**config.mk**
```make
export PLATFORM = sky130hd
export DESIGN_NAME = smt_update
export DESIGN_NICKNAME = d
export VERILOG_FILES = /design/src/rtl/smt_pkg.sv /design/src/rtl/smt_update.sv
export SDC_FILE = /design/constraint.sdc
export NUM_CORES = 1
export LEC_CHECK = 0
export ABC_AREA = 1
export ABC_CLOCK_PERIOD_IN_PS = 14300
export BUFFER_PORTS_ARGS = -buffer_cell sky130_fd_sc_hd__buf_2
export CORE_MARGIN = 1.5
export CORE_UTILIZATION = 35
export DETAILED_ROUTE_END_ITERATION = 6
export SETUP_SLACK_MARGIN = 0.2
export SYNTH_ARGS = -nofsm -noshare
export SYNTH_HDL_FRONTEND = slang
export SYNTH_SLANG_ARGS = --single-unit
```
**constraint.sdc**
```tcl
create_clock -name vclk -period 14.3
set_input_delay 2.86 -clock vclk [all_inputs]
set_output_delay 2.86 -clock vclk [all_outputs]
set_load 0.005 [all_outputs]
```
**src/rtl/smt_pkg.sv**
```systemverilog
// Shared types, constants and decode helpers for the multi-turn servo tracker.
package smt_pkg;

  localparam int unsigned ID_LIMIT = 253;
  localparam int unsigned ENTRIES  = ID_LIMIT + 1;
  localparam int unsigned IDX_W    = $clog2(ENTRIES);

  localparam int unsigned TURN_SHIFT = 12;  // 4096 counts per turn
  localparam int unsigned SUM_W      = 16 + TURN_SHIFT + 1;

  localparam logic signed [15:0]      UNWRAP_LIMIT = 16'sd2048;
  localparam logic signed [SUM_W-1:0] ABS_HI       = SUM_W'(30719);
  localparam logic signed [SUM_W-1:0] ABS_LO       = -SUM_W'(30719);

  localparam logic [1:0] OP_FEEDBACK   = 2'd0;
  localparam logic [1:0] OP_OFFLINE    = 2'd1;
  localparam logic [1:0] OP_TURN_RESET = 2'd2;

  typedef struct packed {
    logic        started;
    logic        online;
    logic [15:0] last_pos;
    logic [15:0] turns;
    logic [15:0] multi_pos;
    logic [15:0] speed;
    logic [15:0] load;
    logic [7:0]  temp;
    logic [7:0]  volt;
  } entry_t;

  localparam int unsigned ENTRY_W = $bits(entry_t);

  typedef struct packed {
    logic   wr_en;
    entry_t entry;
  } upd_t;

  // sign-magnitude word to two's complement; negative zero becomes zero
  function automatic logic [15:0] decode_sm(input logic [15:0] w);
    logic [15:0] mag;
    mag = {1'b0, w[14:0]};
    return w[15] ? (16'd0 - mag) : mag;
  endfunction

  function automatic logic [15:0] saturate_abs(input logic signed [SUM_W-1:0] v);
    logic [15:0] r;
    if (v > ABS_HI) begin
      r = ABS_HI[15:0];
    end else if (v < ABS_LO) begin
      r = ABS_LO[15:0];
    end else begin
      r = v[15:0];
    end
    return r;
  endfunction

endpackage

```
**src/rtl/smt_update.sv**
```systemverilog
// Entry update: position decode, turn unwrap, multi-turn combine and saturation.
module smt_update
  import smt_pkg::*;
(
  input  logic [1:0]  op_i,
  input  logic        in_range_i,
  input  entry_t      cur_i,
  input  logic [15:0] position_word_i,
  input  logic [15:0] speed_word_i,
  input  logic [15:0] load_word_i,
  input  logic [7:0]  volt_i,
  input  logic [7:0]  temp_i,
  output upd_t        upd_o
);

  logic [15:0]             pos;
  logic [15:0]             diff;
  logic signed [15:0]      delta;
  logic [15:0]             turns_nx;
  logic signed [SUM_W-1:0] comb_sum;
  logic signed [SUM_W-1:0] last_ext;

  assign pos   = decode_sm(position_word_i);
  assign diff  = pos - cur_i.last_pos;
  assign delta = $signed(diff);

  always_comb begin
    if (!cur_i.started) begin
      turns_nx = 16'd0;
    end else if (delta > UNWRAP_LIMIT) begin
      turns_nx = cur_i.turns - 16'd1;
    end else if (delta < -UNWRAP_LIMIT) begin
      turns_nx = cur_i.turns + 16'd1;
    end else begin
      turns_nx = cur_i.turns;
    end
  end

  assign comb_sum = $signed({turns_nx[15], turns_nx, TURN_SHIFT'(0)})
                  + $signed({{(SUM_W-16){pos[15]}}, pos});
  assign last_ext = $signed({{(SUM_W-16){cur_i.last_pos[15]}}, cur_i.last_pos});

  always_comb begin
    upd_o.entry = cur_i;
    upd_o.wr_en = 1'b0;
    if (in_range_i) begin
      case (op_i)
        OP_FEEDBACK: begin
          upd_o.wr_en           = 1'b1;
          upd_o.entry.started   = 1'b1;
          upd_o.entry.online    = 1'b1;
          upd_o.entry.last_pos  = pos;
          upd_o.entry.turns     = turns_nx;
          upd_o.entry.multi_pos = saturate_abs(comb_sum);
          upd_o.entry.speed     = decode_sm(speed_word_i);
          upd_o.entry.load      = decode_sm(load_word_i);
          upd_o.entry.volt      = volt_i;
          upd_o.entry.temp      = temp_i;
        end
        OP_OFFLINE: begin
          upd_o.wr_en        = 1'b1;
          upd_o.entry.online = 1'b0;
        end
        OP_TURN_RESET: begin
          upd_o.wr_en           = 1'b1;
          upd_o.entry.turns     = 16'd0;
          upd_o.entry.multi_pos = saturate_abs(last_ext);
        end
        default: begin
          upd_o.wr_en = 1'b0;
        end
      endcase
    end
  end

endmodule

```
Word level (Yosys, flattened, before mapping)
Cells that the tools add are included.
{"block": "op_classes", "add_sub_neg": 7, "magnitude_cmp": 6, "n_eq_ne": 2, "n_mux": 17, "reduce_logical": 2}
{"operator": "16-bit 2-to-1 mux", "n": 11}
{"operator": "99-bit 2-to-1 mux", "n": 1}
{"operator": "32-bit case mux with 2 select lines", "n": 1}
{"operator": "48-bit 2-to-1 mux", "n": 1}
{"operator": "1-bit by 15-bit subtractor with 16-bit output (first input constant)", "n": 3}
{"operator": "28-bit by 16-bit adder with 29-bit output", "n": 1}
{"operator": "29-bit by 16-bit > comparator with 1-bit output (second input constant)", "n": 1}
{"operator": "29-bit by 16-bit < comparator with 1-bit output (second input constant)", "n": 1}
{"operator": "16-bit by 1-bit adder with 16-bit output (second input constant)", "n": 1}
{"operator": "16-bit by 13-bit > comparator with 1-bit output (second input constant)", "n": 1}
{"operator": "16-bit > comparator (second input constant)", "n": 1}
{"operator": "16-bit by 12-bit < comparator with 1-bit output (second input constant)", "n": 1}
{"operator": "16-bit < comparator (second input constant)", "n": 1}
{"operator": "16-bit by 1-bit subtractor with 16-bit output (second input constant)", "n": 1}
{"operator": "16-bit subtractor", "n": 1}
{"operator": "3-bit OR reduction", "n": 1}
{"operator": "2-bit by 1-bit == test with 1-bit output (second input constant)", "n": 1}
{"operator": "2-bit == test (second input constant)", "n": 1}
{"operator": "2-bit logical NOT", "n": 1}
{"operator": "1-bit 2-to-1 mux", "n": 2}
{"operator": "1-bit case mux with 2 select lines", "n": 1}
{"block": "totals", "regBits": 0, "inputBits": 165, "output_inout_bits": 99, "elab_cells": 34}

Logic depth before layout (Yosys ltp)
Gate-level depths: netlist of the first run.
{"block": "logic_depth", "word_depth": 13, "mapped_depth": 46, "ltp_nobuf": 45}

Worst setup path before layout of the first run
Ideal clock, no wire load.
{"block": "synth_timing", "path_kind": "input-to-output", "startpoint": "input position_word_i[0]", "endpoint": "output upd_o[49] (netlist name)", "arrival_time_ns": 7.596, "required_ns": 11.440, "setup_slack_ns": 3.844, "stages": 34, "path_buffers": 2, "cell_sequence": "inv_2 ha_1 nand3_1 nor2_1 nand2_1 o21ai_0 o21ai_0 xor2_1 ha_1 a21oi_1 o31ai_1 a21oi_1 xor2_4 inv_2 nand2_4 buf_6 nand2_1 nand2_1 nor2_1 ha_1 fa_1 nand2_1 nand2_1 nand3_1 nand2_1 xor2_1 nor2_1 nand3_1 nor2_1 nand4_1 a21oi_1 buf_2 nand2_1 a21oi_1"}
{"element": "start: declaration", "line_no": "smt_update.sv:8", "rtl": "input logic [15:0] position_word_i,"}
{"element": "end: declaration", "line_no": "smt_update.sv:13", "rtl": "output upd_t upd_o"}

==> impl_metrics.env, run 1 <==
export IMPL_status="complete, no violations"
export IMPL_final_setup_tns_ps=0
export IMPL_ctsResizeCount=0
export IMPL_cpPeakStageDelay_ps=760
export IMPL_post_drt_wl_per_cell_um=13.53
export IMPL_cts_hold_buf=0
export IMPL_drive_above_1_share_pct=20.69
export IMPL_drv_cap=0
export IMPL_seq_cells=0
export IMPL_fin_crit_sh_pct=85.49
export IMPL_leakage_nw=4.272
export IMPL_min_path_type="in2out"
export IMPL_finalWorstSetupSlack_ps=2075
export IMPL_dieArea_um2=17450
export IMPL_crit_path_end_kind="output pin"
export IMPL_drc=0
export IMPL_finalWirelength_mm=21.90
export IMPL_nets=1603
export IMPL_finalSetupViolCount=0
export IMPL_grt_pass1_wl_mm=35.11
export IMPL_netlist_area_um2=5833
export IMPL_grt_util_all_layers_pct=23.94
export IMPL_synth_top_family_by_area="simple AND/OR/NAND/NOR gates"
export IMPL_critPathRequiredTime_ps=11440
export IMPL_synth_top_area_share_pct=27.16
export IMPL_ant_nets=0
export IMPL_gr_total_overflow=0
export IMPL_vias=8111
export IMPL_timing_hold_ws_ps=5976
export IMPL_synthTopCellsByArea="nand2_1 (27%), nor2_1 (8.6%), inv_1 (8.5%)"
export IMPL_yosysUniqueCellTypes=41
export IMPL_rows=47
export IMPL_avgViaCountPerCell=5.010
export IMPL_dp_cells=1617
export IMPL_worstSetupPathType="in2out"
export IMPL_cp_slowest_cell="a21oi_1"
export IMPL_gp_congestion=0.9524
export IMPL_synth_nets=1377
export IMPL_avgSynthCellArea_um2=4.973
export IMPL_rsz0062_at_grt="no"
export IMPL_ff_latch_area_um2=0
export IMPL_yosys_area_share_xor_xnor_pct=11.45
export IMPL_layout_cells_non_filler=1619
export IMPL_synthAdderAreaFrac_pct=8.623
export IMPL_ys_warn_count=0
export IMPL_grt_antenna_before_repair=4
export IMPL_netlist_instances=1173
export IMPL_io_pins=264
export IMPL_core_area_um2=16410
export IMPL_ir_drop_v=0.00002205
export IMPL_cts_setup_buffers=0
export IMPL_layout_min_cycle_time_ps=12220
export IMPL_yosys_area_top_type="nand2_1"
export IMPL_die_h_um=132.1
export IMPL_clkbuf_count=0
export IMPL_crit_top_cell="nand2_1"
export IMPL_dp_final_hpwl_mm=18.46
export IMPL_multi_input_area_um2=5125
export IMPL_drt_pass1_iter_count=5
export IMPL_start_kind="input port"
export IMPL_timing_fmax_mhz=81.80
export IMPL_crit_arrival_ps=9360
export IMPL_area_growth_pct=24.77
export IMPL_dp_slack_ps=2119
export IMPL_synth_mux_area_share_pct=0.6864
export IMPL_slew_limit_headroom_pct=35.82
export IMPL_die_x_um=132.1
export IMPL_fill_cells=1917
export IMPL_drt_iter0_drc=544
export IMPL_crit_fanout=18
export IMPL_synthSimpleGateAreaFrac_pct=52.23
export IMPL_start_util_pct=35.55
export IMPL_finalHoldViolCount=0
export IMPL_synth_yosys_seq_area_share_pct=0
export IMPL_drv_slew=0
export IMPL_tightest_slew_ps=962.7
export IMPL_synth_compound_area_share_pct=14.74
export IMPL_powerDensity_nw_per_um2=57.83
export IMPL_grt_max_degree=54
export IMPL_grt_pass1_vias=7337
export IMPL_portBuffers=264
-- power breakdown --
part | switching, W | internal [W]
Sequential | 0 | 0
Combinational | 0.000270 | 0.000151
Clock | 0 | 0.0000000000187
Total | 0.000270 | 0.000151
-- path summary, 6_finish.rpt --
check,from,endpoint,slack [ps],cells past startpoint
worst max-delay path,position_word_i[0],upd_o[49],2080,34
worst min-delay path,cur_i[13],upd_o[13],5980,4
-- worst max-delay path: cells and delay by family --
family / cells / cell delay (ps)
xor gates and xnor gates: 3 / 1020
adders and majority gates: 4 / 1110
AOI/OAI and AO/OA: 7 / 1890
buffers and inverters: 4 / 630
and+or+nand+nor: 16 / 1820
-- per-layer routing --
metal,track usage [%],up-vias,part of all wire (%)
met4,5.062,2,2.3
li1,-,4224,-
met1,30.96,3541,44
met3,2.614,37,7.0
met5,0,-,0.055
met2,42.70,307,47
-- cell usage after synthesis, drive strengths merged (15+ instances only) --
master	instances
nand2	426
nand4	32
o21ai	63
xor2	57
a21oi	43
inv	137
o21a	21
nor3	26
nor2	135
ha	37
xnor2	15
clkbuf	35
nand3	92
-- layout make-up --
type	count	area share (%)
tap	220	3.782
inverter	139	7.169
multi-input combinational	990	70.41
antenna	2	0.06876
timing repair buffer	268	18.57
-- per-stage QoR --
| step | power (W) | utilization (%) | cell area [µm²] |
|---|---|---|---|
| 2_1_floorplan | 0.0002994 | - | 5833 |
| 3_3_place_gp | 0.0004151 | 44.33 | 7273 |
| 3_5_place_dp | 0.0004166 | 44.33 | 7273 |
| 4_1_cts | 0.0004182 | 44.33 | 7273 |
| 5_1_grt | 0.0004789 | 44.36 | 7278 |
| 6_report | 0.0004209 | 44.36 | 7278 |
-- cells by family after synthesis --
| kind of cell | after synthesis |
|---|---|
| fa+ha+maj | 39 |
| mux | 4 |
| xor+xnor | 72 |
| compound gates | 148 |
| simple gates | 727 |
| buf+inv | 183 |
-- cell usage in the layout, fill, tap and decap left out, types with 2 or more instances in the layout --
| cell type | n |
|---|---|
| ha_1 | 37 |
| nand3_1 | 91 |
| o21ai_0 | 59 |
| nor3_1 | 26 |
| inv_2 | 6 |
| diode_2 | 2 |
| nor2_2 | 2 |
| o41ai_1 | 4 |
| or2_2 | 2 |
| inv_1 | 132 |
| a21o_1 | 3 |
| o21bai_1 | 3 |
| a21oi_1 | 43 |
| xor2_4 | 2 |
| nand2_4 | 2 |
| mux2i_1 | 4 |
| nand2_2 | 2 |
| xnor2_1 | 15 |
| nor4_1 | 8 |
| nand2_1 | 422 |
| o21a_1 | 21 |
| buf_4 | 4 |
| a31oi_1 | 3 |
| o21ai_1 | 3 |
| fa_1 | 2 |
| o31ai_1 | 5 |
| xor2_1 | 55 |
| nand3b_1 | 4 |
| nand4_1 | 31 |
| buf_2 | 264 |
| nor2_1 | 132 |
Note: power is estimated with default switching activity, not from simulation.
==> run 2, diff against run 1 <==
--- a/config.mk
+++ b/config.mk
@@ -5,7 +5,6 @@
 export SDC_FILE = /design/constraint.sdc
 export NUM_CORES = 1
 export LEC_CHECK = 0
-export ABC_AREA = 1
 export ABC_CLOCK_PERIOD_IN_PS = 14300
 export BUFFER_PORTS_ARGS = -buffer_cell sky130_fd_sc_hd__buf_2
 export CORE_MARGIN = 1.5
==> impl_metrics.env, run 2 <==
export IMPL_status="complete, no violations"
export IMPL_leakage_nw=3.226
export IMPL_avgViaCountPerCell=5.687
export IMPL_synthTopCellsByArea="nand2_1 (11%), ha_1 (8.8%), o21ai_0 (8.6%)"
export IMPL_ir_drop_v=0.00001541
export IMPL_drc=0
export IMPL_layout_min_cycle_time_ps=13370
export IMPL_finalHoldViolCount=0
export IMPL_grt_max_degree=70
export IMPL_crit_top_cell="ha_1"
export IMPL_grt_pass1_wl_mm=35.19
export IMPL_die_h_um=125.4
export IMPL_slew_limit_headroom_pct=41.15
export IMPL_final_common_cell="buf_2"
export IMPL_ff_latch_area_um2=0
export IMPL_grt_antenna_before_repair=0
export IMPL_final_util_pct=45.81
export IMPL_drv_cap=0
export IMPL_crit_arrival_ps=10510
export IMPL_timing_fmax_mhz=74.79
export IMPL_netlist_area_um2=5246
export IMPL_cp_slowest_cell="a31oi_1"
export IMPL_synth_nets=1080
export IMPL_core_area_um2=14590
export IMPL_gr_total_overflow=0
export IMPL_multi_input_area_um2=4892
export IMPL_fin_crit_sh_pct=93.50
export IMPL_drive_above_1_share_pct=26.56
export IMPL_post_drt_wl_per_cell_um=17.62
export IMPL_final_setup_tns_ps=0
export IMPL_tightest_slew_ps=879.5
export IMPL_yosys_area_top_type="nand2_1"
export IMPL_gp_congestion=0.9671
export IMPL_area_growth_pct=27.38
export IMPL_yosysUniqueCellTypes=74
export IMPL_yosys_cell_count_top_type="nand2_1"
export IMPL_dp_slack_ps=910.1
export IMPL_fill_cells=1620
export IMPL_cpPeakStageDelay_ps=670
export IMPL_worstSetupPathType="in2out"
export IMPL_io_pins=264
export IMPL_ant_nets=0
export IMPL_start_util_pct=35.96
export IMPL_clkbuf_count=0
export IMPL_powerDensity_nw_per_um2=42.41
export IMPL_drt_pass1_iter_count=5
export IMPL_synth_top_area_share_pct=11.16
export IMPL_nets=1309
export IMPL_avgSynthCellArea_um2=5.989
export IMPL_finalWirelength_mm=22.69
export IMPL_crit_fanout=13
export IMPL_netlist_instances=876
export IMPL_crit_path_end_kind="output pin"
export IMPL_grt_util_all_layers_pct=27.16
export IMPL_mostFrequentLayoutCells="buf_2 (264), nand2_1 (156), o21ai_0 (90)"
export IMPL_rsz0062_at_grt="no"
export IMPL_portBuffers=264
export IMPL_synth_common_cells="nand2_1 (156), o21ai_0 (90), nor2_1 (68), a21oi_1 (56), inv_1 (51)"
export IMPL_start_kind="input port"
export IMPL_seq_cells=0
export IMPL_drv_slew=0
export IMPL_dp_final_hpwl_mm=19.01
export IMPL_ys_warn_count=0
export IMPL_die_x_um=125.4
export IMPL_vias=7325
export IMPL_finalSetupViolCount=0
export IMPL_dieArea_um2=15730
export IMPL_critPathRequiredTime_ps=11440
export IMPL_grt_pass1_vias=6644
export IMPL_synth_yosys_seq_area_share_pct=0
export IMPL_finalWorstSetupSlack_ps=929.2
export IMPL_drt_iter0_drc=634
export IMPL_min_path_type="in2out"
export IMPL_rows=44
run 2: changes by cell type after synthesis, moves of 13 or more:
cell and delta:
a21oi_1 +13, inv_1 -81, nand2_1 -266, nand2b_1 +21, nand3_1 -67, nand4_1 -19
nor2_1 -65, o211ai_1 +21, o21ai_0 +31, or3_1 +18, xor2_1 -25
run 2: kinds of logic after synthesis:
kind of cell	Yosys count	synth area share, %
buffers and inverters	94	6.916
adder cells (fa/ha/maj)	39	9.587
multiplexers	11	2.123
XOR/XNOR	57	9.659
AND/OR/NAND/NOR	400	37.80
AO/OA/AOI/OAI	275	33.91
run 2: repair_timing:
action                     in CTS  in global routing
setup endpoints to repair       0                 11
resized for setup               0                  1
buffers inserted                0                  0
hold buffers                    0                  0
run 2: path summary, 6_finish.rpt:
| check | start | depth (start not counted) | slack (ps) | to |
|---|---|---|---|---|
| max | position_word_i[0] | 26 | 930 | upd_o[55] |
| min | volt_i[3] | 4 | 5970 | upd_o[3] |
run 2: metal layers:
metal	global-route usage, %	routed length, µm	vias to the layer above
met3	4.792	1672	33
met4	6.551	623	0
met5	0	0	-
met2	47.60	10760	325
met1	34.38	9639	3305
li1	-	-	3662
run 2: through the flow:
stage               hold slack (ps)  cell area, µm²  total power, W  instances
floorplan                      5775            5246       0.0001794        876
global placement               5970            6679       0.0002795       1287
detailed placement             5971            6679       0.0002793       1287
CTS                            5971            6679       0.0002803       1287
global route                   5991            6680       0.0003146       1287
finish                         5966            6683       0.0002834       1288
run 2: cell type report:
cell class | instances | share of cell area, %
antenna | 1 | 0.03745
timing repair buffer | 270 | 20.45
inverter | 51 | 2.865
multi-input combinational | 782 | 73.21
tap | 184 | 3.445
run 2: report_power, final:
part                internal, W         total [W]  switching [W]
sequential                    0                 0              0
clock          0.00000000000937  0.00000000000937              0
combinational          0.000114          0.000283       0.000170
total                  0.000114          0.000283       0.000170
run 2: critical path, delay by kind of cell:
kind	cells	cell delay, ps
and+or+nand+nor	8	2160
adders and majority gates	3	980
muxes	1	340
AOI/OAI and AO/OA	9	3330
xor gates and xnor gates	2	480
buffers and inverters	3	360
==> run 3, diff against run 2 <==
--- a/config.mk
+++ b/config.mk
@@ -6,10 +6,10 @@
 export NUM_CORES = 1
 export LEC_CHECK = 0
 export ABC_CLOCK_PERIOD_IN_PS = 14300
-export BUFFER_PORTS_ARGS = -buffer_cell sky130_fd_sc_hd__buf_2
 export CORE_MARGIN = 1.5
 export CORE_UTILIZATION = 35
 export DETAILED_ROUTE_END_ITERATION = 6
+export DONT_BUFFER_PORTS = 1
 export SETUP_SLACK_MARGIN = 0.2
 export SYNTH_ARGS = -nofsm -noshare
 export SYNTH_HDL_FRONTEND = slang
==> impl_metrics.env, run 3 (synthesis gave the netlist of run 2 again) <==
export IMPL_status="complete, no violations"
export IMPL_ctsResizeCount=0
export IMPL_die_x_um=125.4
export IMPL_dp_final_hpwl_mm=18.10
export IMPL_grt_antenna_before_repair=1
export IMPL_finalWirelength_mm=21.78
export IMPL_rows=44
export IMPL_portBuffers=0
export IMPL_fill_cells=1615
export IMPL_layout_min_cycle_time_ps=13360
export IMPL_slew_limit_headroom_pct=33.25
export IMPL_powerDensity_nw_per_um2=43.22
export IMPL_core_area_um2=14590
export IMPL_cts_setup_buffers=0
export IMPL_grt_pass1_vias=5797
export IMPL_worstSetupPathType="in2out"
export IMPL_drc=0
export IMPL_die_h_um=125.4
export IMPL_grt_util_all_layers_pct=25.87
export IMPL_final_common_cell="nand2_1"
export IMPL_min_to="upd_o[98]"
export IMPL_vias=6482
export IMPL_timing_hold_ws_ps=5779
export IMPL_tightest_slew_ps=997.5
export IMPL_min_path_type="in2out"
export IMPL_drt_pass1_iter_count=5
export IMPL_grt_pass1_wl_mm=32.86
export IMPL_final_setup_tns_ps=0
export IMPL_seq_cells=0
export IMPL_area_growth_pct=2.027
export IMPL_drive_above_1_share_pct=3.341
export IMPL_post_drt_wl_per_cell_um=21.29
export IMPL_critPathRequiredTime_ps=11440
export IMPL_drv_slew=0
export IMPL_nets=1044
export IMPL_multi_input_area_um2=4891
export IMPL_start_kind="input port"
export IMPL_crit_path_end_kind="output pin"
export IMPL_gr_total_overflow=0
export IMPL_grt_max_degree=70
export IMPL_start_util_pct=35.96
export IMPL_gp_congestion=0.9499
export IMPL_ff_latch_area_um2=0
export IMPL_cts_hold_buf=0
export IMPL_finalSetupViolCount=0
export IMPL_dieArea_um2=15730
export IMPL_worstHoldPathCells=1
export IMPL_min_from="op_i[1]"
export IMPL_crit_arrival_ps=10500
export IMPL_leakage_nw=2.172
export IMPL_drt_iter0_drc=506
export IMPL_rsz0062_at_grt="no"
export IMPL_ant_nets=0
export IMPL_mostFrequentLayoutCells="nand2_1 (156), o21ai_0 (90), nor2_1 (67)"
export IMPL_finalHoldViolCount=0
export IMPL_avgViaCountPerCell=6.336
export IMPL_ir_drop_v=0.00001535
export IMPL_crit_fanout=11
export IMPL_fin_crit_sh_pct=93.44
export IMPL_drv_cap=0
export IMPL_io_pins=264
export IMPL_timing_fmax_mhz=74.84
export IMPL_clkbuf_count=0
[run 3: changes by cell type in the layout (fill, tap and decap cells not counted), sizes merged]
cell / previous run / this run
buf: 270 / 5
[run 3: how the worst max path moves through the flow]
stage	to	slack, ps	depth (start not counted)	start
floorplan	upd_o[59]	2080	26	position_word_i[0]
global placement	upd_o[48]	1120	26	position_word_i[0]
detailed placement	upd_o[48]	1090	26	position_word_i[0]
CTS	upd_o[48]	1090	26	position_word_i[0]
global route	upd_o[48]	450	25	position_word_i[0]
finish	upd_o[48]	940	26	position_word_i[0]
[run 3: worst max-delay path, stage by stage]
cell       delay [ps]
inv_1              70
ha_1              210
or4b_1            540
or3_1             430
o41ai_1           320
xnor2_1           250
ha_1              370
a21oi_1           150
o21ai_0           100
a21oi_1           100
a21bo_2           240
xnor2_2           260
a311oi_1          670
a22oi_1           260
xnor2_1           230
nor2_1             60
ha_1              370
a21oi_1           310
and2_1            290
a21oi_1           130
or4_1             530
a2111oi_0         390
nand4_1           200
nor4b_4           510
o21ai_2           270
o31a_1            350
[run 3: per-stage QoR]
stage | setup slack (ps) | cell area (µm²) | util (%) | cells | power [W]
4_1_cts | 1093 | 5350 | 36.67 | 1022 | 0.0002276
5_1_grt | 451.5 | 5350 | 36.67 | 1022 | 0.0002549
6_report | 938.2 | 5353 | 36.69 | 1023 | 0.0002313
2_1_floorplan | 2078 | 5246 | - | 876 | 0.0001794
3_5_place_dp | 1093 | 5350 | 36.67 | 1022 | 0.0002268
3_3_place_gp | 1116 | 5350 | 36.67 | 1022 | 0.0002266
[run 3: report_power, final]
group	switching [W]	leakage [nW]	internal, W
sequential	0	0	0
combinational	0.000147	2.17	0.0000841
clock	0	0.00000634	0.00000000000941
[run 3: cell type report]
cell class,instances,area share [%]
diodes,1,0.04675
inverters,51,3.576
multi-input cells,782,91.37
well taps,184,4.301
repair buffers,5,0.7013
[run 3: layer usage]
layer,up-vias,GRT usage [%],share of wire [%]
met5,-,0,0
met4,0,7.086,3.0
met3,36,4.664,8.6
met2,342,45.91,48
met1,2963,31.90,40
li1,3141,-,-
