$ cat config.mk
export PLATFORM = sky130hd
export DESIGN_NAME = smt_ram
export DESIGN_NICKNAME = d
export VERILOG_FILES = /design/src/rtl/smt_ram.sv
export SDC_FILE = /design/constraint.sdc
export NUM_CORES = 1
export LEC_CHECK = 0
export BUFFER_PORTS_ARGS = -buffer_cell sky130_fd_sc_hd__buf_4
export CORE_MARGIN = 3
export CORE_UTILIZATION = 65
export CTS_CLUSTER_DIAMETER = 150
export DETAILED_ROUTE_END_ITERATION = 6
export GPL_ROUTABILITY_DRIVEN = 0
export PLACE_DENSITY = 0.9
export SLEW_MARGIN = 20
export SYNTH_ARGS = -nofsm -noshare
export SYNTH_HDL_FRONTEND = slang
export SYNTH_SLANG_ARGS = --single-unit
$ cat constraint.sdc
create_clock -name clk_i -period 3.5 [get_ports clk_i]
set_clock_uncertainty 0.15 [all_clocks]
set_input_delay 0.525 -clock clk_i [delete_from_list [all_inputs] [get_ports clk_i]]
set_output_delay 0.525 -clock clk_i [all_outputs]
set_load 0.03 [all_outputs]
$ cat src/rtl/smt_ram.sv
// Generic single-write, single-read RAM with registered read data.
module smt_ram #(
  parameter int unsigned WIDTH = 8,
  parameter int unsigned DEPTH = 16
) (
  input  logic                                     clk_i,
  input  logic                                     we_i,
  input  logic [(DEPTH > 1 ? $clog2(DEPTH) : 1)-1:0] waddr_i,
  input  logic [WIDTH-1:0]                         wdata_i,
  input  logic                                     re_i,
  input  logic [(DEPTH > 1 ? $clog2(DEPTH) : 1)-1:0] raddr_i,
  output logic [WIDTH-1:0]                         rdata_o
);

  logic [WIDTH-1:0] mem_q [DEPTH];
  logic [WIDTH-1:0] rdata_q;

  always_ff @(posedge clk_i) begin
    if (we_i) begin
      mem_q[waddr_i] <= wdata_i;
    end
    if (re_i) begin
      rdata_q <= mem_q[raddr_i];
    end
  end

  assign rdata_o = rdata_q;

endmodule

-- Word level (Yosys, flattened, before mapping)
Memories as Yosys holds them, arrays and structs flattened. A register that Yosys moved wholly into a read port is not among the register bits.
Index checks and enable logic that the tools add are counted.
- register bits after elaboration: 0
- memories kept: 1
- output and inout bits: 8
- word-level logic and storage cells: 3
- RAM bits: 128
- input bits: 19
- memories (memory ; depth ; bits a word ; rd ports ; clocked after memory_dff ; wr ports ; line ; source):
    mem_q ; 16 ; 8 ; 1 ; 1 ; 1 ; 15 ; logic [WIDTH-1:0] mem_q [DEPTH];
- multiplexer cells: 2
- operators by type and width (kind ; number):
    $mux 1 ; 2

-- Logic depth before layout (Yosys ltp)
Gate-level depths: netlist (run 1).
- depth after elaboration: 2
- mapped depth: 5
- gate-level depth less buffers: 3

-- Worst setup path before layout (run 1)
No wires, ideal clock.
- kind: input to register
- start point: in waddr_i[2] in the netlist's numbering
- end point: mem mem_q[0][0] (enable)
- arrival time: 1.635 ns
- setup time: 0.383 ns
- required time: 2.967 ns
- cell stages on the path: 2
- buffers on the path: 0
- path slack: 1.332 ns
- path through: or3b_2 -> nor3_1
- RTL lines (element ; line ; source):
    start, declared ; 8 ; input logic [(DEPTH > 1 ? $clog2(DEPTH) : 1)-1:0] waddr_i,
    end, declared ; 15 ;
No word-level cell before the write port.

==> results of run 1 <==
-- layout make-up --
type                            count  area (µm²)  area share [%]
Sequential cell                   136        4084           67.04
Multi-Input combinational cell     83        1057           17.35
Clock buffer                       18       417.9           6.860
Timing Repair Buffer               30       225.2           3.697
Clock inverter                     13       180.2           2.957
Tap cell                          102       127.6           2.095
-- cell families (layout without fill, tap and decap cells) --
| group | Yosys count | count (layout) |
|---|---|---|
| compound gates | 16 | 16 |
| buf+inv | 10 | 61 |
| flops | 136 | 136 |
| simple gates | 35 | 35 |
| mux | 32 | 32 |
-- power breakdown --
| group | total (mW) | switching, mW | internal, mW |
|---|---|---|---|
| Combinational | 0.184 | 0.110 | 0.0743 |
| Clock | 1.81 | 0.658 | 1.15 |
| Sequential | 1.85 | 0.0131 | 1.84 |
| Total | 3.84 | 0.781 | 3.06 |
-- layer usage --
layer  GRT usage [%]  part of all wire [%]  vias to the layer above
li1                -                     -                     1058
met1           41.46                    40                     1273
met2           37.93                    48                      201
met3           8.051                    11                       19
met4           10.31                   2.1                        0
met5               0                     0                        -
-- cell usage in the layout, fill, tap and decap left out, drive strengths merged, types with 2 or more instances in the layout --
master / n
nand3b: 2
buf: 30
clkinv: 8
nand2b: 2
edfxtp: 136
nor2: 13
mux4: 32
nor3: 4
nand2: 9
bufinv: 4
a22oi: 16
clkbuf: 18
-- sequential cells by signal (all words and copies together) (netlist names) --
name,cells
mem_q,128
rdata_o,8
-- worst max-delay path, cell delays in order --
cell	delay, ns
sky130_fd_sc_hd__buf_4	0.48
sky130_fd_sc_hd__mux4_2	0.60
sky130_fd_sc_hd__a22oi_1	0.28
sky130_fd_sc_hd__nand2_1	0.15
-- worst min-delay path by stage --
| stage | cells past startpoint | slack, ns | from | end |
|---|---|---|---|---|
| after detailed placement | 3 | 0.59 | mem_q[14][1] | rdata_o[1] |
| after global placement | 3 | 0.57 | mem_q[14][0] | rdata_o[0] |
| after global routing | 1 | 0.15 | re_i | rdata_o[2] |
| after CTS | 1 | 0.15 | re_i | rdata_o[3] |
| final | 1 | 0.16 | wdata_i[5] | mem_q[9][5] |
| after floorplan | 0 | 0.47 | wdata_i[0] | mem_q[0][0] |
==> results by group, run 1 <==
Synthesis
  – Synth Instances: 229
  – Leading post-synthesis cells by instance count: 136 x sky130_fd_sc_hd__edfxtp_1, 18 x sky130_fd_sc_hd__mux4_2, 16 x sky130_fd_sc_hd__a22oi_1, 14 x sky130_fd_sc_hd__mux4_1, 13 x sky130_fd_sc_hd__nor2_1
  – Share of the synthesized area in the top cell type: 78.12%
  – Compound-gate portion of the synthesized area: 2.298%
  – Multiplexer fraction of the synthesized cell area: around 15%
  – Post-synthesis async set-or-reset flop share: 0%
  – Fraction of the mapped netlist area in simple logic gates: 3.135%
  – Cell Area, Synth: around 5200 µm²
  – Number of flops mapped to enable cells by yosys: 136
  – Largest family of logic cells by synthesized area: multiplexers
  – Xor/xnor cell area share of the yosys netlist: 0%
  – Top cell type by total area after synthesis: sky130_fd_sc_hd__edfxtp_1
  – Most common cell in the synthesized netlist: sky130_fd_sc_hd__edfxtp_1
  – Number of register bits inferred by synthesis: 136
  – Per-instance average area after synthesis: 22.83 µm²
  – Part of the Yosys area used for sequential elements: 78.12%
  – Number of warnings printed during yosys synthesis: 0
  – Unique cell type count in the Yosys netlist: 18
  – Adder-cell share of the synthesized area: 0%
  – Syn_nets: around 250
  – Main area contributors after synthesis: sky130_fd_sc_hd__edfxtp_1 78%, sky130_fd_sc_hd__mux4_2 7.8%, sky130_fd_sc_hd__mux4_1 7.0%
  – Most frequently used flop master after synthesis: sky130_fd_sc_hd__edfxtp_1

Floorplanning
  – Die Width: 95.68 µm
  – Effective utilization at floorplan: between 60% and 70%
  – Boundary Pins: 27
  – Floorplan Core Area: 7767 µm²
  – Std-Cell Rows: 32
  – Die boundary height: between 90 and 100 µm
  – Overall die area: 9155 µm²

Placement
  – Number of placed instances, taps included: 351
  – Placed wire-length estimate: between 5 and 6 mm
  – Number of port buffers: 26
  – Total cell area at the placement stage: between 5000 and 6000 µm²
  – Pre-CTS setup slack: between 1 and 1.5 ns

Route
  – Final routed wirelength across all metal layers: 10.94 mm
  – Count of vias placed by the detailed router: about 2600
  – Detailed-route wire length per cell: 28.64 µm
  – Total DRC errors in the routed layout: 0
  – Routed vias/inst: 6.678
  – Iteration-0 DRC count of the detailed router: 298
  – Detailed-router iteration count before antenna repair: 5
  – Antenna Violating Nets Remaining: 0

Global route
  – Maximum number of pins on one net before global-route repair: 33
  – First-pass GRT wire length: approximately 16 mm
  – Total Routing Usage GR: 27.21%
  – Vias in the first global route: 2569
  – Leftover overflow at the end of global routing: 0
  – Initial antenna violation count: 0

Final layout
  – Antenna diode count: 0
  – Relative area change from synthesis to final layout: 16.54%
  – Layout cells sized above 1: 27.50%
  – Final standard cell utilization of the core: roughly 80%
  – Non-filler cells, final: approximately 380
  – Number of filler instances in the final layout: 383
  – Net count, final: between 200 and 300
  – Area of all placed cells without fillers: between 6000 and 7000 µm²

Timing
  – Fmax: 511.6 MHz
  – Number of hold violations in the final report: 0
  – Number of failing setup endpoints in the final timing report: 0
  – Remaining max-slew budget at the tightest pin: 36.07%
  – Max-slew violations: 0
  – Final sum of negative setup slack: 0 ns
  – Fraction of the cycle the final worst path needs: 55.85%
  – Period minus WS final: between 1.5 and 2 ns
  – Final Worst Setup Slack: about 1.5 ns
  – Transition time at the pin with the least slew margin: roughly 0.96 ns
  – RSZ-0062 raised after global routing: false
  – Minimum hold slack: around 0.16 ns

Worst setup path
  – Critical R2R Capture: rdata_o[6]
  – CP startpoint: raddr_i[0]
  – Critical path class: input pin to flip-flop
  – Worst-case register-to-register setup slack: between 1.5 and 2 ns
  – Worst setup endpoint: rdata_o[6]
  – Critical Path Sink Type: flip-flop
  – Worst Reg2Reg Path Length in Cells: 3
  – Critical path required time: between 3 and 4 ns
  – Reg-to-Reg Start: mem_q[2][6]
  – Largest fanout on the critical path: 32
  – Kind of start point of the critical path: input pin
  – CP Data Arrival Time: 2.05 ns

Pwr
  – Overall power: 3.840 mW
  – Total power per unit cell area: 630.4 nW/µm²
  – Worst supply voltage drop on vdd: 528.9 µV
  – Static Leakage: between 2 and 2.5 nW

Status
  – Outcome: completed

Clock tree
  – Max H-tree Level: 4
  – Buffers inserted by post-CTS timing repair: 0
  – Clock net sink count: 136
  – CTS buffer count: 17
  – Root Buffer Master: sky130_fd_sc_hd__clkbuf_8
  – Clk slew on worst S/H paths: 0.06 ns
  – # resized after CTS: 0
  – Clock latency on the worst-skew pair: 0.52 ns
  – Hold_buf cts: 0
  – CTS tree: built
  – Maximum clock insertion buffer count: 2

Hold path
  – Kind of path behind the tightest hold check: input pin to flip-flop

Job
  – Max-capacitance violation count: 0
(Power assumes the default switching activity.)
==> inputs of run 2 (changes only) <==
ABC_AREA = 1   (was not set)
CORE_UTILIZATION = 61   (was 65)
PLACE_DENSITY = 0.85   (was 0.9)
clock period = 1.8 ns   (was 3.5 ns; I/O delays follow)
==> run 2 against run 1 <==
  * The run now ends with design-rule violations left
  * Total power grew 92%
  * Utilization shrank 3.9 points
  * Final area grew 14%
  * Count of clock-buffer cells in the layout shrank 1
  * Sequential share of layout area shrank 8.0 points
  * Die area grew 18%
  * Final cell count grew 95%
  * Hold slack lost 0.14 ns
  * Combinational power grew to 2.8 times the previous value
  * Via count grew 65%
  * Register-to-register slack lost 1.3 ns
  * Setup slack lost 1.3 ns
==> results by group, run 2 <==
Worst setup path
  – CP startpoint: rdata_o[0]
  – Critical Path Sink Type: primary output
  – Worst path cell trace: buf_4
  – Reg-to-Reg Start: mem_q[9][1]
  – Crit-path slowest cell: sky130_fd_sc_hd__edfxtp_1
  – CP Data Arrival Time: 1.13 ns (-0.92 ns)
  – Crit-path leading delay family: flip-flops
  – Largest fanout on the critical path: 1 (-97%)
  – Critical path required time: 1.38 ns (-2.22 ns)
  – Critical Path Max Stage Delay: 0.42 ns (-0.18 ns)
  – Sum of buffers and inverters on the critical path: 1 (unchanged)
  – Critical path class: flip-flop to primary output
  – Kind of start point of the critical path: flip-flop

Clock tree
  – Clk slew on worst S/H paths: 0.06 ns (about the same)
  – Clock latency on the worst-skew pair: 0.52 ns (about the same)
  – CTS buffer count: 17 (unchanged)
  – Buffers inserted by post-CTS timing repair: 0 (unchanged)
  – # resized after CTS: 0 (unchanged)
  – Max H-tree Level: 4 (unchanged)
  – Maximum clock insertion buffer count: 2 (unchanged)
  – CTS tree: built
  – Clock net sink count: 136 (unchanged)
  – Root Buffer Master: sky130_fd_sc_hd__clkbuf_8

Final layout
  – Non-filler cells, final: 746 (+95%)
  – Layout cells sized above 1: 13.29% (-14 points)
  – Number of filler instances in the final layout: 536 (+40%)
  – Max FFs per register: 128 (unchanged)
  – Most frequent cells in the layout: 173 x sky130_fd_sc_hd__nand2_1, 136 x sky130_fd_sc_hd__edfxtp_1, 100 x sky130_fd_sc_hd__inv_1
  – Area of the multi-input gates: 1214 µm² (+15%)
  – Most common cell after layout, fill and taps aside: sky130_fd_sc_hd__nand2_1
  – Net count, final: 623 (+120%)
  – Relative area change from synthesis to final layout: 18.32%
  – Register with the most flip-flops: mem_q
  – Final standard cell utilization of the core: 74.51% (-3.9 points)
  – Antenna diode count: 0 (unchanged)
  – Sequential standard cell area: 4084 µm² (unchanged)
  – Area of all placed cells without fillers: 6918 µm² (+14%)

Pwr
  – Worst supply voltage drop on vdd: 634.6 µV (+20%)
  – Total power per unit cell area: 1068 nW/µm² (+69%)
  – Static Leakage: 3.000 nW (+47%)
  – Overall power: 7.387 mW (+92%)

Synthesis
  – Most frequently used flop master after synthesis: sky130_fd_sc_hd__edfxtp_1
  – Synth Instances: 551 (+140%)
  – Part of the Yosys area used for sequential elements: 69.85% (-8.3 points)
  – Most common cell in the synthesized netlist: sky130_fd_sc_hd__nand2_1
  – Unique cell type count in the Yosys netlist: 11 (-7)
  – Leading post-synthesis cells by instance count: 173 x sky130_fd_sc_hd__nand2_1, 136 x sky130_fd_sc_hd__edfxtp_1, 100 x sky130_fd_sc_hd__inv_1, 97 x sky130_fd_sc_hd__nand3_1, 17 x sky130_fd_sc_hd__nor2_1
  – Cell Area, Synth: 5847 µm² (+12%)
  – Main area contributors after synthesis: sky130_fd_sc_hd__edfxtp_1 70%, sky130_fd_sc_hd__nand2_1 11%, sky130_fd_sc_hd__nand3_1 8.3%
  – Number of flops mapped to enable cells by yosys: 136 (unchanged)
  – Syn_nets: 570 (+130%)
  – Share of the synthesized area in the top cell type: 69.85% (-8.3 points)
  – Post-synthesis async set-or-reset flop share: 0% (unchanged)
  – Top cell type by total area after synthesis: sky130_fd_sc_hd__edfxtp_1
  – Per-instance average area after synthesis: 10.61 µm² (-54%)
  – Number of warnings printed during yosys synthesis: 0 (unchanged)
  – Number of register bits inferred by synthesis: 136 (unchanged)

Timing
  – Number of hold violations in the final report: 0 (unchanged)
  – Number of failing setup endpoints in the final timing report: 0 (unchanged)
  – Final sum of negative setup slack: 0 ns (unchanged)
  – Fraction of the cycle the final worst path needs: a little under nine tenths
  – Minimum hold slack: 0.01784 ns (-0.1448 ns)
  – Max-slew violations: 0 (unchanged)
  – Transition time at the pin with the least slew margin: 0.3919 ns (-0.5635 ns)
  – RSZ-0062 raised after global routing: false
  – Final Worst Setup Slack: 0.2489 ns (-1.296 ns)
  – Remaining max-slew budget at the tightest pin: 73.87% (+38 points)
  – Period minus WS final: 1.551 ns
  – Fmax: roughly 640 MHz

Floorplanning
  – Die Width: 103.9 µm (+8.6%)
  – Floorplan Core Area: 9284 µm² (+20%)
  – Overall die area: 10800 µm² (+18%)
  – Std-Cell Rows: 35 (+9.4%)
  – Boundary Pins: 27 (unchanged)
  – Effective utilization at floorplan: 62.98% (-4.3 points)
  – Die boundary height: 103.9 µm (+8.6%)

Route
  – Final routed wirelength across all metal layers: 14.03 mm (+28%)
  – Antenna Violating Nets Remaining: 0 (unchanged)
  – Total DRC errors in the routed layout: 1 (+1)
  – Routed vias/inst: 5.654 (-15%)
  – Iteration-0 DRC count of the detailed router: 577 (+94%)
  – Detailed-route wire length per cell: 18.81 µm (-34%)
  – Detailed-router iteration count before antenna repair: 7 (+2)
  – Count of vias placed by the detailed router: 4218 (+65%)

Hold path
  – Kind of path behind the tightest hold check: input pin to flip-flop
  – Startpoint of the most critical hold path: raddr_i[3]

Placement
  – Number of placed instances, taps included: 705 (+100%)
  – Pre-CTS setup slack: 0.1780 ns (-0.8808 ns)
  – Total cell area at the placement stage: 6260 µm² (+14%)
  – Placed wire-length estimate: 8.044 mm (+44%)
  – Number of port buffers: 26 (unchanged)

Status
  – Violated checks: design-rule violations
  – Outcome: finished with violations

Global route
  – First-pass GRT wire length: 22.18 mm (+34%)
  – Vias in the first global route: 4222 (+64%)
  – Leftover overflow at the end of global routing: 0 (unchanged)
  – Maximum number of pins on one net before global-route repair: 65 (+97%)
  – Initial antenna violation count: 0 (unchanged)
  – Total Routing Usage GR: 27.30% (+0.092 points)

Job
  – Max-capacitance violation count: 0 (unchanged)
[run 2: cell types whose count changed after synthesis, moves of 3 or more]
cell,before,now
sky130_fd_sc_hd__a22oi_1,16,0
sky130_fd_sc_hd__buf_2,3,13
sky130_fd_sc_hd__nand3_1,1,97
sky130_fd_sc_hd__inv_1,0,100
sky130_fd_sc_hd__mux4_2,18,0
sky130_fd_sc_hd__nand2_1,9,173
sky130_fd_sc_hd__nor2_1,13,17
sky130_fd_sc_hd__clkdlybuf4s25_2,3,0
sky130_fd_sc_hd__nor3_1,4,0
sky130_fd_sc_hd__buf_6,3,6
sky130_fd_sc_hd__mux4_1,14,0
sky130_fd_sc_hd__buf_4,1,4
[run 2: per-layer routing]
metal | GRT usage (%) | part of all wire, % | vias to the layer above | routed length, µm
met3 | 5.711 | 11 | 51 | 1521
met5 | 0 | 0 | - | 0
li1 | - | - | 1888 | -
met4 | 12.54 | 3.9 | 0 | 548
met2 | 45.22 | 49 | 301 | 6922
met1 | 34.93 | 36 | 1978 | 5042
[run 2: power breakdown]
part           total [mW]  internal [mW]  switching [mW]
clock                3.29           1.97            1.32
combinational       0.512          0.168           0.343
sequential           3.59           3.57          0.0214
[run 2: cells by family after synthesis]
family | synth area share (%)
flip-flops | 69.85
buffers and inverters | 9.394
AND/OR/NAND/NOR | 20.76
[run 2: worst paths after layout]
check	to	slack [ns]	cells after the start
hold reg to reg	rdata_o[2]	0.61	6
hold / removal	rdata_o[7]	0.02	3
setup reg to reg	rdata_o[1]	0.45	6
setup / recovery	rdata_o[0]	0.25	1
[run 2: area by class of cell]
class	instances	area share (%)
flip-flops and latches	136	59.03
multi-input cells	289	17.54
repair buffers	58	7.343
well taps	129	2.333
clock buffers	17	5.987
clock inverters	15	2.225
inverters	102	5.534
[run 2: worst reg2reg max path, cell delays in order (launching register included)]
cell	delay, ns
sky130_fd_sc_hd__edfxtp_1	0.40
sky130_fd_sc_hd__inv_1	0.09
sky130_fd_sc_hd__nand2_1	0.06
sky130_fd_sc_hd__nand3_1	0.09
sky130_fd_sc_hd__nand3_1	0.10
sky130_fd_sc_hd__nand3_1	0.16
sky130_fd_sc_hd__nand2_1	0.07
[run 2: timing repair]
item                                    4_1_cts  5_1_grt
hold endpoints to repair                    136        0
hold buffers                                  9        0
endpoints found under the setup margin        0        0
==> inputs of run 3 (changes only) <==
ABC_AREA = not set   (was 1)
CORE_UTILIZATION = 60   (was 61)
PLACE_DENSITY = 0.84   (was 0.85)
SLEW_MARGIN = 40   (was 20)
==> run 3 against run 2 <==
  * The flow now finishes without violations
  * Critical endpoint is now rdata_o[4]
  * Final cell count decreased by 45%
  * Largest cell class unchanged
  * Final area down 7.1%
  * Critical path depth rose by 2
==> results by group, run 3 (synthesized netlist as in run 1, its figures left out) <==
Timing
  – Number of hold violations in the final report: 0 (unchanged)
  – Fraction of the cycle the final worst path needs: 95.58% (+9.4 points)
  – Number of failing setup endpoints in the final timing report: 0 (unchanged)
  – Remaining max-slew budget at the tightest pin: 72.16% (-1.7 points)
  – Transition time at the pin with the least slew margin: 0.4176 ns (+0.02564 ns)
  – Final sum of negative setup slack: 0 ns (unchanged)
  – RSZ-0062 raised after global routing: false
  – Minimum hold slack: 0.1316 ns (+0.1138 ns)
  – Final Worst Setup Slack: 0.07950 ns (-0.1694 ns)
  – Period minus WS final: 1.720 ns (+0.1694 ns)
  – Fmax: 581.2 MHz (-9.8%)
  – Max-slew violations: 0 (unchanged)

Final layout
  – Final standard cell utilization of the core: 77.05% (+2.5 points)
  – Register with the most flip-flops: mem_q
  – Antenna diode count: 0 (unchanged)
  – Area of the multi-input gates: 1062 µm² (-12%)
  – Max FFs per register: 128 (unchanged)
  – Layout cells sized above 1: 31.72% (+18 points)
  – Non-filler cells, final: 414 (-45%)
  – Area of all placed cells without fillers: 6426 µm² (-7.1%)
  – Most frequent cells in the layout: 136 x sky130_fd_sc_hd__edfxtp_1, 45 x sky130_fd_sc_hd__buf_4, 18 x sky130_fd_sc_hd__mux4_2
  – Sequential standard cell area: 4084 µm² (unchanged)
  – Relative area change from synthesis to final layout: 22.93%
  – Number of filler instances in the final layout: 410 (-24%)
  – Net count, final: 316 (-49%)
  – Most common cell after layout, fill and taps aside: sky130_fd_sc_hd__edfxtp_1

Placement
  – Placed wire-length estimate: 6.464 mm (-20%)
  – Number of placed instances, taps included: 374 (-47%)
  – Total cell area at the placement stage: 5715 µm² (-8.7%)
  – Number of port buffers: 26 (unchanged)
  – Pre-CTS setup slack: -0.1551 ns (-0.3331 ns)

Global route
  – Vias in the first global route: 2789 (-34%)
  – Initial antenna violation count: 0 (unchanged)
  – First-pass GRT wire length: 16.39 mm (-26%)
  – Leftover overflow at the end of global routing: 0 (unchanged)
  – Total Routing Usage GR: 23.69% (-3.6 points)
  – Maximum number of pins on one net before global-route repair: 18 (-72%)

Worst setup path
  – Kind of start point of the critical path: flip-flop
  – Sum of buffers and inverters on the critical path: 0 (-1)
  – Reg-to-Reg Start: mem_q[9][4]
  – CP Data Arrival Time: 1.82 ns (+0.69 ns)
  – Worst path cell trace: mux4_1, a22oi_1, nand2_1
  – Critical path required time: 1.90 ns (+0.52 ns)
  – Crit-path leading delay family: multiplexers
  – CP startpoint: mem_q[9][4]
  – Critical path class: flip-flop to flip-flop
  – Critical Path Max Stage Delay: 0.53 ns (+0.11 ns)
  – Critical Path Sink Type: flip-flop
  – Crit-path slowest cell: sky130_fd_sc_hd__mux4_1
  – Largest fanout on the critical path: 1 (unchanged)

Route
  – Antenna Violating Nets Remaining: 0 (unchanged)
  – Iteration-0 DRC count of the detailed router: 253 (-56%)
  – Detailed-router iteration count before antenna repair: 6 (-1)
  – Count of vias placed by the detailed router: 2677 (-37%)
  – Detailed-route wire length per cell: 25.90 µm (+38%)
  – Total DRC errors in the routed layout: 0 (-1)
  – Routed vias/inst: 6.466 (+14%)
  – Final routed wirelength across all metal layers: 10.72 mm (-24%)

Clock tree
  – CTS tree: built
  – Clk slew on worst S/H paths: 0.06 ns (about the same)
  – Root Buffer Master: sky130_fd_sc_hd__clkbuf_8
  – CTS buffer count: 17 (unchanged)
  – Clock net sink count: 136 (unchanged)
  – Clock latency on the worst-skew pair: 0.51 ns (about the same)
  – Max H-tree Level: 4 (unchanged)
  – Maximum clock insertion buffer count: 2 (unchanged)

Pwr
  – Worst supply voltage drop on vdd: 895.7 µV (+41%)
  – Static Leakage: 2.211 nW (-26%)
  – Total power per unit cell area: 1183 nW/µm² (+11%)
  – Overall power: 7.603 mW (+2.9%)

Floorplanning
  – Overall die area: 9868 µm² (-8.6%)
  – Std-Cell Rows: 33 (-5.7%)
  – Die boundary height: 99.34 µm (-4.4%)
  – Effective utilization at floorplan: 62.68% (-0.30 points)
  – Floorplan Core Area: 8341 µm² (-10%)
  – Boundary Pins: 27 (unchanged)
  – Die Width: 99.34 µm (-4.4%)

Hold path
  – Startpoint of the most critical hold path: waddr_i[0]
  – Kind of path behind the tightest hold check: input pin to flip-flop

Status
  – Outcome: completed

Job
  – Max-capacitance violation count: 0 (unchanged)
run 3: cell types whose count changed in the layout (fill, tap and decap cells not counted), sizes merged, moves of 4 or more:
cell    previous run  this run
nor3               0         4
nand3             97         1
a22oi              0        16
inv              104         1
nor2              17        13
mux4               0        32
nand2            173         9
clkinv             8         4
run 3: path summary, 6_finish.rpt:
check	slack, ns	depth (start not counted)	endpoint
max	0.08	3	rdata_o[4]
min	0.13	3	mem_q[8][0]
max reg2reg	0.08	3	rdata_o[4]
min reg2reg	0.62	3	rdata_o[7]
run 3: where the power goes:
group / total (mW) / switching [mW] / internal (mW)
Sequential: 3.60 / 0.0254 / 3.57
Clock: 3.60 / 1.22 / 2.37
Combinational: 0.411 / 0.222 / 0.189
Total: 7.60 / 1.47 / 6.13
run 3: cell type report:
| cell class | count | area share (%) |
|---|---|---|
| multi-input cells | 83 | 16.53 |
| well taps | 105 | 2.044 |
| repair buffers | 59 | 8.217 |
| clock buffers | 18 | 6.503 |
| clock inverters | 13 | 3.154 |
| flip-flops and latches | 136 | 63.55 |
run 3: what timing repair did:
| item | CTS | global route |
|---|---|---|
| gates resized for setup | 0 | 0 |
| hold buffers | 9 | 0 |
| endpoints found under the setup margin | 0 | 0 |
| endpoints found under the hold margin | 136 | 0 |
| buffers inserted | 0 | 0 |
run 3: routing by layer:
metal	vias up	part of all wire, %	track usage, %
li1	1120	-	-
met1	1344	37	31.85
met2	188	50	36.98
met3	25	10	7.083
met4	0	2.7	9.664
met5	-	0	0
run 3: worst reg2reg max path: stages (launching register included):
cell and delay, ns:
sky130_fd_sc_hd__edfxtp_1 0.39, sky130_fd_sc_hd__mux4_1 0.53, sky130_fd_sc_hd__a22oi_1 0.27, sky130_fd_sc_hd__nand2_1 0.11
